[config.mk]
export PLATFORM = sky130hd
export DESIGN_NAME = sos_ctrl
export DESIGN_NICKNAME = d
export VERILOG_FILES = /design/src/sv/sorted_occurrence_search_top_assert.svh /design/src/sv/sos_pkg.sv /design/src/sv/sos_ctrl.sv
export SDC_FILE = /design/constraint.sdc
export NUM_CORES = 1
export LEC_CHECK = 0
export BUFFER_PORTS_ARGS = -buffer_cell sky130_fd_sc_hd__buf_2
export CAP_MARGIN = 20
export CORE_AREA = 2 2 39 41
export CTS_BUF_LIST = sky130_fd_sc_hd__clkbuf_2 sky130_fd_sc_hd__clkbuf_4 sky130_fd_sc_hd__clkbuf_8
export CTS_CLUSTER_DIAMETER = 50
export CTS_CLUSTER_SIZE = 12
export DETAILED_ROUTE_END_ITERATION = 10
export DIE_AREA = 0 0 41 43
export GPL_TIMING_DRIVEN = 0
export SLEW_MARGIN = 15
export SYNTH_ARGS = -nofsm -noshare
export SYNTH_HDL_FRONTEND = slang
export SYNTH_SLANG_ARGS = --single-unit
[constraint.sdc]
create_clock -name aclk -period 1.1 [get_ports aclk]
set_input_delay 0.165 -clock aclk [delete_from_list [all_inputs] [get_ports aclk]]
set_output_delay 0.165 -clock aclk [all_outputs]
set_load 0.1 [all_outputs]
[src/sv/sorted_occurrence_search_top_assert.svh]
// Assertion macros used by the RTL of the sorted occurrence search block.
`ifndef SORTED_OCCURRENCE_SEARCH_TOP_ASSERT_SVH
`define SORTED_OCCURRENCE_SEARCH_TOP_ASSERT_SVH

// Same-cycle implication, checked out of reset.
`define SOS_ASSERT_IMPL(lbl, clk, rst_n, ante, cons, msg) \
    lbl: assert property (@(posedge clk) disable iff (!(rst_n)) (ante) |-> (cons)) \
        else $error(msg);

// Next-cycle implication, checked out of reset.
`define SOS_ASSERT_NEXT(lbl, clk, rst_n, ante, cons, msg) \
    lbl: assert property (@(posedge clk) disable iff (!(rst_n)) (ante) |=> (cons)) \
        else $error(msg);

`endif

[src/sv/sos_pkg.sv]
`default_nettype none
package sos_pkg;

    localparam int LEN_W  = 11;
    localparam int IDX_W  = 10;
    localparam int DATA_W = 32;
    localparam int POS_W  = 12;

    // Depth of the element store; the 10-bit index and 11-bit length fix it
    localparam int MAX_ELEMENTS = 1024;

    localparam logic OP_LOAD  = 1'b0;
    localparam logic OP_QUERY = 1'b1;

    localparam logic [2:0] REG_ARRAY_LENGTH = 3'd0;

    typedef enum logic [2:0] {
        ST_IDLE,
        ST_PROBE,
        ST_MID,
        ST_NBR,
        ST_DONE
    } state_t;

    typedef struct packed {
        logic load;
        logic start;
        logic probe;
        logic go_left;
        logic go_right;
        logic read_nbr;
        logic step_nbr;
        logic finish_hit;
        logic finish_miss;
        logic publish;
    } cmd_t;

    typedef struct packed {
        logic in_range;
        logic mid_gt;
        logic mid_lt;
        logic at_edge;
        logic nbr_diff;
        logic pass_last;
        logic out_free;
    } stat_t;

endpackage
`default_nettype wire

[src/sv/sos_ctrl.sv]
`default_nettype none
module sos_ctrl (
    input  wire logic          aclk,
    input  wire logic          aresetn,
    input  wire logic          s_valid,
    input  wire logic          s_op,
    output logic               s_ready,
    input  wire sos_pkg::stat_t stat,
    output sos_pkg::cmd_t      cmd
);

    sos_pkg::state_t state_reg, state_next;

    always_ff @(posedge aclk) begin
        if (!aresetn) begin
            state_reg <= sos_pkg::ST_IDLE;
        end else begin
            state_reg <= state_next;
        end
    end

    always_comb begin
        state_next = state_reg;
        cmd        = '0;
        s_ready    = 1'b0;
        unique case (state_reg)
            sos_pkg::ST_IDLE: begin
                s_ready = 1'b1;
                if (s_valid) begin
                    if (s_op == sos_pkg::OP_QUERY) begin
                        cmd.start  = 1'b1;
                        state_next = sos_pkg::ST_PROBE;
                    end else begin
                        cmd.load = 1'b1;
                    end
                end
            end
            sos_pkg::ST_PROBE: begin
                if (stat.in_range) begin
                    cmd.probe  = 1'b1;
                    state_next = sos_pkg::ST_MID;
                end else begin
                    cmd.finish_miss = 1'b1;
                    state_next = stat.pass_last ? sos_pkg::ST_DONE : sos_pkg::ST_PROBE;
                end
            end
            sos_pkg::ST_MID: begin
                priority if (stat.mid_gt) begin
                    cmd.go_left = 1'b1;
                    state_next  = sos_pkg::ST_PROBE;
                end else if (stat.mid_lt) begin
                    cmd.go_right = 1'b1;
                    state_next   = sos_pkg::ST_PROBE;
                end else if (stat.at_edge) begin
                    cmd.finish_hit = 1'b1;
                    state_next = stat.pass_last ? sos_pkg::ST_DONE : sos_pkg::ST_PROBE;
                end else begin
                    cmd.read_nbr = 1'b1;
                    state_next   = sos_pkg::ST_NBR;
                end
            end
            sos_pkg::ST_NBR: begin
                if (stat.nbr_diff) begin
                    cmd.finish_hit = 1'b1;
                    state_next = stat.pass_last ? sos_pkg::ST_DONE : sos_pkg::ST_PROBE;
                end else begin
                    cmd.step_nbr = 1'b1;
                    state_next   = sos_pkg::ST_PROBE;
                end
            end
            sos_pkg::ST_DONE: begin
                if (stat.out_free) begin
                    cmd.publish = 1'b1;
                    state_next  = sos_pkg::ST_IDLE;
                end
            end
            default: begin
                state_next = sos_pkg::ST_IDLE;
            end
        endcase
    end

endmodule
`default_nettype wire

Yosys cells after proc, flatten, opt, wreduce, memory -nomap -nowiden --
Cells that the tools add are included.
Word-level totals: flip-flop bits (word level) 3, bits of input ports 11, output and inout port bits 11, word-level logic and storage cells 44
Cells by class: eq/ne operators 7, muxes and demuxes 34, reductions and logical operators 2
Operators with widths (count):
- 3-bit two-way mux | 10
- 1-bit two-way mux | 19
- 3-bit case mux with 5 select lines | 1
- 3-bit by 2-bit == test with 1-bit output, second input constant | 2
- 2-bit two-way mux | 3
- 2-bit inequality test, second input constant | 3
- 3-bit by 1-bit == test with 1-bit output, second input constant | 1
- 3-bit == test, second input constant | 1
- 3-bit logical NOT | 1
- 3-bit AND reduction | 1
- 1-bit case mux with 2 select lines | 1

Depth between registers and ports, before layout --
Gate-level depths: netlist (run 1).
depth after elaboration 5, gate-level depth with buffers 4, depth with buffers taken out 3

Least setup slack after synthesis (run 1) --
OpenSTA, ideal clock, no wires.
kind reg2out, start point register state_reg[1], end point output port cmd[9] (netlist name), arrival time 4.011 ns, required time 0.935 ns, setup slack -3.076 ns, cell stages (with the launch flop) 5, buffers on the path 1, cells stage by stage dfxtp_1 -> buf_6 -> nor3_1 -> nand2_1 -> nor2_1
RTL lines:
- start, declared | RTL line sos_ctrl.sv:12 | sos_pkg::state_t state_reg, state_next;
- start signal, assigned | RTL line sos_ctrl.sv:16 | state_reg <= sos_pkg::ST_IDLE;
- start signal, assigned | RTL line sos_ctrl.sv:18 | state_reg <= state_next;
- end, declared | RTL line sos_ctrl.sv:9 | output sos_pkg::cmd_t cmd

==> summary.md, run 1 <==
| Metric | Value |
|---|---|
| Io pins | `22` |
| Sequential cell area fraction in the yosys report | `approximately 21%` |
| PD cells | `between 900 and 1000 nW/µm²` |
| DR vias | `399` |
| Max Cap Viol | `0` |
| Chip Width | `around 40 µm` |
| Part of the power in combinational logic | `49.8%` |
| Distinct cells, synth | `25` |
| Setup ws final | `-0.3373 ns` |
| CP required | `between 0.9 and 1 ns` |
| Slowest CP cell | `dfxtp_2` |
| H-tree lvl count | `1` |
| Place WS | `-0.3842 ns` |
| Sink Count | `3` |
| HPWL Detailed | `between 600 and 700 µm` |
| Post-DP Area | `~470 µm²` |
| DR iter-0 viols | `3` |
| Clock slew at reported path FFs | `~0.040 ns` |
| Failing checks | `setup timing` |
| Largest net degree at the start of global routing | `11` |
| Finish-stage setup viols | `11` |
| Worst slew pin tran | `0.2222 ns` |
| Relative slew margins | `around 85%` |
| WL final | `roughly 930 µm` |
| Final slew viol count | `0` |
| TNS Setup | `-3.133 ns` |
| Initial antenna violation count | `0` |
| Clock skew | `about 0.0004 ns` |
| Worst IR Drop VDD | `between 0.0004 and 0.0005 V` |
| Register area | `roughly 70 µm²` |
| Met2 Use GR | `between 15 and 20%` |
| Crit. End Element | `output port` |
| Met1 track demand over resource | `12.14%` |
| Mapped Area | `291.5 µm²` |
| Kind of critical path | `flip-flop to output port` |
| R2R depth | `4` |
| Tmin final | `roughly 1.4 ns` |
| Area of the core | `1384 µm²` |
| Final Hold Vio Count | `0` |
| Site Rows | `14` |
| Chip Height | `43 µm` |
| Worst-path fanout max | `10` |
| Area of the multi-input gates | `277.8 µm²` |
| FILL cells | `roughly 120` |
| CP cell instances | `buf_8 -> nor3_4 -> and3_4 -> buf_12` |
| Synth area leader | `dfxtp_1` |
| Worst flop-to-flop path endpoint | `state_reg[0]` |
| Startpoint types | `flip-flop` |
| Syn Nets | `48` |
| Seq pwr share | `about a fifth` |
| First-pass GRT wire length | `1.338 mm` |
| Design area | `between 700 and 800 µm²` |
| Hold depth | `2` |
| Clock power share | `31.5%` |
| Leakage | `0.3145 nW` |
| Final cycle utilization of the critical path | `130.7%` |
| Hold path startpoint | `aresetn` |
| CTS Root Buffer Type | `clkbuf_4` |
| CTS tree | `yes` |
| Full die area | `1763 µm²` |
| Drt via density | `4.866` |
| Reported net switching power | `0.2619 mW` |
| Yosys reg bits | `3` |
| Fmax | `approximately 700 MHz` |
| Clk buf depth | `2` |
| Internal power | `0.4111 mW` |
| Vias in the first global route | `around 360` |
| Ys Warns | `0` |
| Routing usage on met3 | `3.141%` |
| Worst-Skew Late Latency | `0.23 ns` |
| Synthesized area per cell | `7.879 µm²` |
| Gr usage total | `11.32%` |
| Post-Synthesis Cells | `37` |
| Synth-to-Final Area Change | `150.6%` |
| Max reg flops | `3` |
| Global route total overflow | `0` |
| Data arrival time of the critical path | `1.27 ns` |
| Gpl congestion | `0.6576` |
| Hold slack | `0.2021 ns` |
| Wirelength per Cell | `11.37 µm` |
| Share of the synthesized area in the top cell type | `20.60%` |
| CTS Buf Count | `3` |
| Max stage delay on crit path | `0.33 ns` |
| Status | `complete, but fails checks` |
| Flop-to-flop setup slack | `0.01 ns` |
| Reg-to-Reg Start | `state_reg[0]` |
| Synth area leaders | `dfxtp_1 21%, and3_1 8.6%, and4bb_2 4.3%` |
| Final ANT Viol Nets | `0` |
| Net Sw Frac | `38.91%` |
| Hold Path Class | `input pin to flip-flop` |
| Starting Density | `a little over a fifth` |
| Hold Buf Count CTS | `0` |
| ANT cells | `0` |
| Most used routing layer | `met2` |
| Post-route DRC | `0` |
| Fin util | `52.80%` |
| Layout cells sized above 1 | `75.76%` |
| I/O Buffers | `21` |
| RSZ-0062 raised after global routing | `yes` |
| Post-layout net count | `78` |
| DR pass1 iterations | `5` |
| Hold Path End | `state_reg[1]` |
## routing by layer
metal,part of all wire [%],vias to the layer above
met5,0,-
met4,1.5,0
met3,5.8,2
met2,52,14
met1,40,185
li1,-,198
## critical path: cells and delay by family, from the launching register on
family / cells / cell delay [ns]
AND/OR/NAND/NOR: 2 / 0.40
flip-flops: 1 / 0.33
buffers and inverters: 2 / 0.31
## kinds of logic after synthesis
group | count (synthesis) | share of synthesized area (%)
buffers and inverters | 4 | 7.725
and+or+nand+nor | 23 | 51.51
DFF | 3 | 20.60
AOI/OAI and AO/OA | 7 | 20.17
## worst max-delay path by stage
stage,start,end,cells after the start
6_report,state_reg[1],cmd[8],4
5_1_grt,state_reg[0],cmd[1],3
2_1_floorplan,state_reg[1],cmd[9],4
3_3_place_gp,state_reg[2],cmd[5],3
3_5_place_dp,state_reg[2],cmd[5],3
4_1_cts,state_reg[0],cmd[1],3
## synth_stat cells
cell type and instances:
nor2_2 1, and3b_1 1, o31ai_2 1, a211o_1 1
a32oi_1 1, o21ai_0 1, nor3_1 2, dfxtp_1 3
nand4b_1 1, and3_1 4, nor3b_1 1, nand2b_1 2
nand2_1 2, and4b_1 1, o21a_1 1, nand3b_1 1
buf_6 1, nor2_1 3, nor2b_1 1, inv_1 3
nor2b_2 1, or2b_1 1, a32o_1 1, and4bb_2 1
a31oi_1 1
## what timing repair did
action	in CTS	in global routing
resized for setup	52	3
pin swaps	5	5
setup endpoints to repair	11	13
cloned	0	0
setup buffers	2	2
## metrics by stage
step	power, mW	instances
final	0.6730	82
after global routing	0.7075	82
after CTS	0.6805	80
after detailed placement	0.3726	74
after global placement	0.3710	74
after floorplan	0.3211	37
## area by class of cell
| cell class | count | share of cell area, % |
|---|---|---|
| Clock buffer | 4 | 4.110 |
| Tap cell | 16 | 2.740 |
| Timing Repair Buffer | 25 | 41.61 |
| Buffer | 1 | 2.055 |
| Multi-Input combinational cell | 30 | 38.01 |
| Sequential cell | 3 | 9.418 |
| Inverter | 3 | 2.055 |
## power groups by stage
stage	clock network [mW]	logic, mW	registers [mW]
3_5_place_dp	0	0.245	0.128
4_1_cts	0.230	0.325	0.126
6_report	0.212	0.335	0.126
3_3_place_gp	0	0.243	0.128
5_1_grt	0.231	0.350	0.127
2_1_floorplan	0	0.195	0.126
## layout by cell type (no fill, tap or decap), types with 2 or more instances in the layout
master | netlist | routed
buf_12 | 0 | 11
buf_2 | 0 | 10
and3_4 | 0 | 4
clkbuf_4 | 0 | 4
buf_4 | 0 | 3
nor2_4 | 0 | 2
inv_1 | 3 | 2
nand2b_1 | 2 | 2
dfxtp_4 | 0 | 2
(Power assumes the default switching activity.)
==> run 2, diff against run 1 <==
Settings changed: TNS_END_PERCENT set to 1.
==> run 2 against run 1 <==
Effect of this change: the run still ends with setup timing left; final cell count down 4.9%; final area down 10%; core utilization down 5.5 points; power down 4.7%; non-clock buffer count down 4; sequential power about the same; via count down 6.3%; worst hold slack worse by 0.029 ns; critical path depth down 1; global-route usage down 0.19 points; clock power up 6%; routed wire length down 7.0%; critical path type unchanged; largest cell class is now multi-input gates.
==> summary.md, run 2 (synthesized netlist as in run 1, its figures left out) <==
| Metric | Value |
|---|---|
| CTS tree | `yes` |
| Delay-heaviest family, CP | `simple AND/OR/NAND/NOR gates` |
| Final ANT Viol Nets | `0` |
| Commonest non-fill, non-tap cell in the layout | `buf_2` |
| Gpl congestion | `slightly above 0.7` |
| Site Rows | `14` |
| Worst-Skew Late Latency | `0.24 ns` |
| CTS Root Buffer Type | `clkbuf_4` |
| Startpoint types | `flip-flop` |
| Max Cap Viol | `0` |
| PD cells | `980.1 nW/µm²` |
| Worst IR Drop VDD | `0.0004223 V` |
| Final cell count without fillers | `between 70 and 80` |
| Area of the multi-input gates | `about 260 µm²` |
| Chip Height | `43 µm` |
| Final slew viol count | `0` |
| Worst slew pin tran | `around 0.28 ns` |
| R2R depth | `4` |
| Relative slew margins | `between 80% and 90%` |
| Vias in the first global route | `323` |
| Wirelength per Cell | `11.12 µm` |
| DR iter-0 viols | `2` |
| Max stage delay on crit path | `0.38 ns` |
| Hold Buf Count CTS | `0` |
| Sink Count | `3` |
| Global route total overflow | `0` |
| CP required | `0.94 ns` |
| Tmin final | `1.427 ns` |
| Drt via density | `roughly 4.8` |
| Clock skew | `0.001522 ns` |
| DR vias | `roughly 370` |
| Data arrival time of the critical path | `1.26 ns` |
| Kind of critical path | `flip-flop to output port` |
| Hold depth | `2` |
| Gr usage total | `~11%` |
| Status | `complete, but fails checks` |
| Clk buf depth | `2` |
| ANT cells | `0` |
| Place WS | `-0.3907 ns` |
| WL final | `around 870 µm` |
| Register area | `68.82 µm²` |
| RSZ-0062 raised after global routing | `yes` |
| Met1 track demand over resource | `roughly 13%` |
| Post-layout net count | `74` |
| Full die area | `roughly 1800 µm²` |
| Largest net degree at the start of global routing | `11` |
| CTS Buf Count | `3` |
| Flop-to-flop setup slack | `~0.01 ns` |
| CP cell instances | `nor2b_4 -> nor3b_2 -> buf_6` |
| Final cycle utilization of the critical path | `129.7%` |
| Hold Path Class | `input pin to flip-flop` |
| Finish-stage setup viols | `11` |
| Area of the core | `1384 µm²` |
| DR pass1 iterations | `2` |
| Routing usage on met3 | `7.330%` |
| Layout cells sized above 1 | `70.97%` |
| Io pins | `22` |
| First-pass GRT wire length | `1.283 mm` |
| I/O Buffers | `21` |
| Placed Cells | `74` |
| Chip Width | `41 µm` |
| Synth-to-Final Area Change | `124.5%` |
| Critical path depth in cells | `3` |
| Initial antenna violation count | `0` |
| Failing checks | `setup timing` |
| Fmax | `700.8 MHz` |
| Setup ws final | `-0.3269 ns` |
| Crit. End Element | `output port` |
| Hold slack | `between 0.15 and 0.2 ns` |
| Worst-path fanout max | `5` |
| Worst path bufs/invs | `1` |
| FILL cells | `129` |
| Leakage | `approximately 0.29 nW` |
| HPWL Detailed | `a little over 600 µm` |
| Fin util | `47.29%` |
| Clock slew at reported path FFs | `0.04 ns` |
| Most frequent cells in the layout | `10 x buf_2, 9 x buf_12, 4 x clkbuf_4` |
| Most used routing layer | `met2` |
| Starting Density | `21.07%` |
| Met2 Use GR | `16.25%` |
| Max reg flops | `3` |
| Slowest CP cell | `dfxtp_4` |
| Post-route DRC | `0` |
| H-tree lvl count | `1` |
| Final Hold Vio Count | `0` |
[run 2: changes by cell type in the layout (fill, tap and decap cells not counted), sizes merged]
cell,delta
inv,+1
buf,-4
clkinvlp,-1
[run 2: path summary, 6_finish.rpt]
path                       end         start
setup / recovery        cmd[1]  state_reg[0]
hold / removal    state_reg[1]       aresetn
setup reg to reg  state_reg[2]  state_reg[1]
hold reg to reg   state_reg[2]  state_reg[2]
[run 2: where the power goes]
part / leakage (nW) / internal, mW / switching (mW)
clock network: 0.0184 / 0.161 / 0.0636
logic: 0.249 / 0.104 / 0.188
registers: 0.0264 / 0.114 / 0.0115
total: 0.294 / 0.379 / 0.263
[run 2: routing by layer]
metal  part of all wire, %  vias up
li1                      -      188
met1                    41      171
met2                    50       13
met3                   7.3        2
met4                   1.5        0
met5                     0        -
[run 2: metrics by stage]
stage                     power (mW)  area, µm²  TNS, ns
after global routing          0.6716      654.4   -3.583
final                         0.6414      654.4   -3.025
after CTS                     0.6436      654.4   -2.995
after global placement        0.3638      441.7   -3.454
after detailed placement      0.3649      441.7   -3.398
after floorplan               0.3151      316.6   -7.048
[run 2: final cells by class]
class                           count  area share (%)
Sequential cell                     3           10.52
Tap cell                           16           3.059
Clock buffer                        4           4.589
Inverter                            3           1.721
Multi-Input combinational cell     30           40.34
Timing Repair Buffer               21           38.05
Buffer                              1           1.721
[run 2: timing repair]
| action | CTS | global route |
|---|---|---|
| pin swaps | 4 | 1 |
| buffers inserted | 0 | 0 |
| setup endpoints to repair | 13 | 12 |
| gates cloned | 0 | 0 |
| resized for setup | 53 | 0 |
| hold endpoints to repair | 0 | 0 |
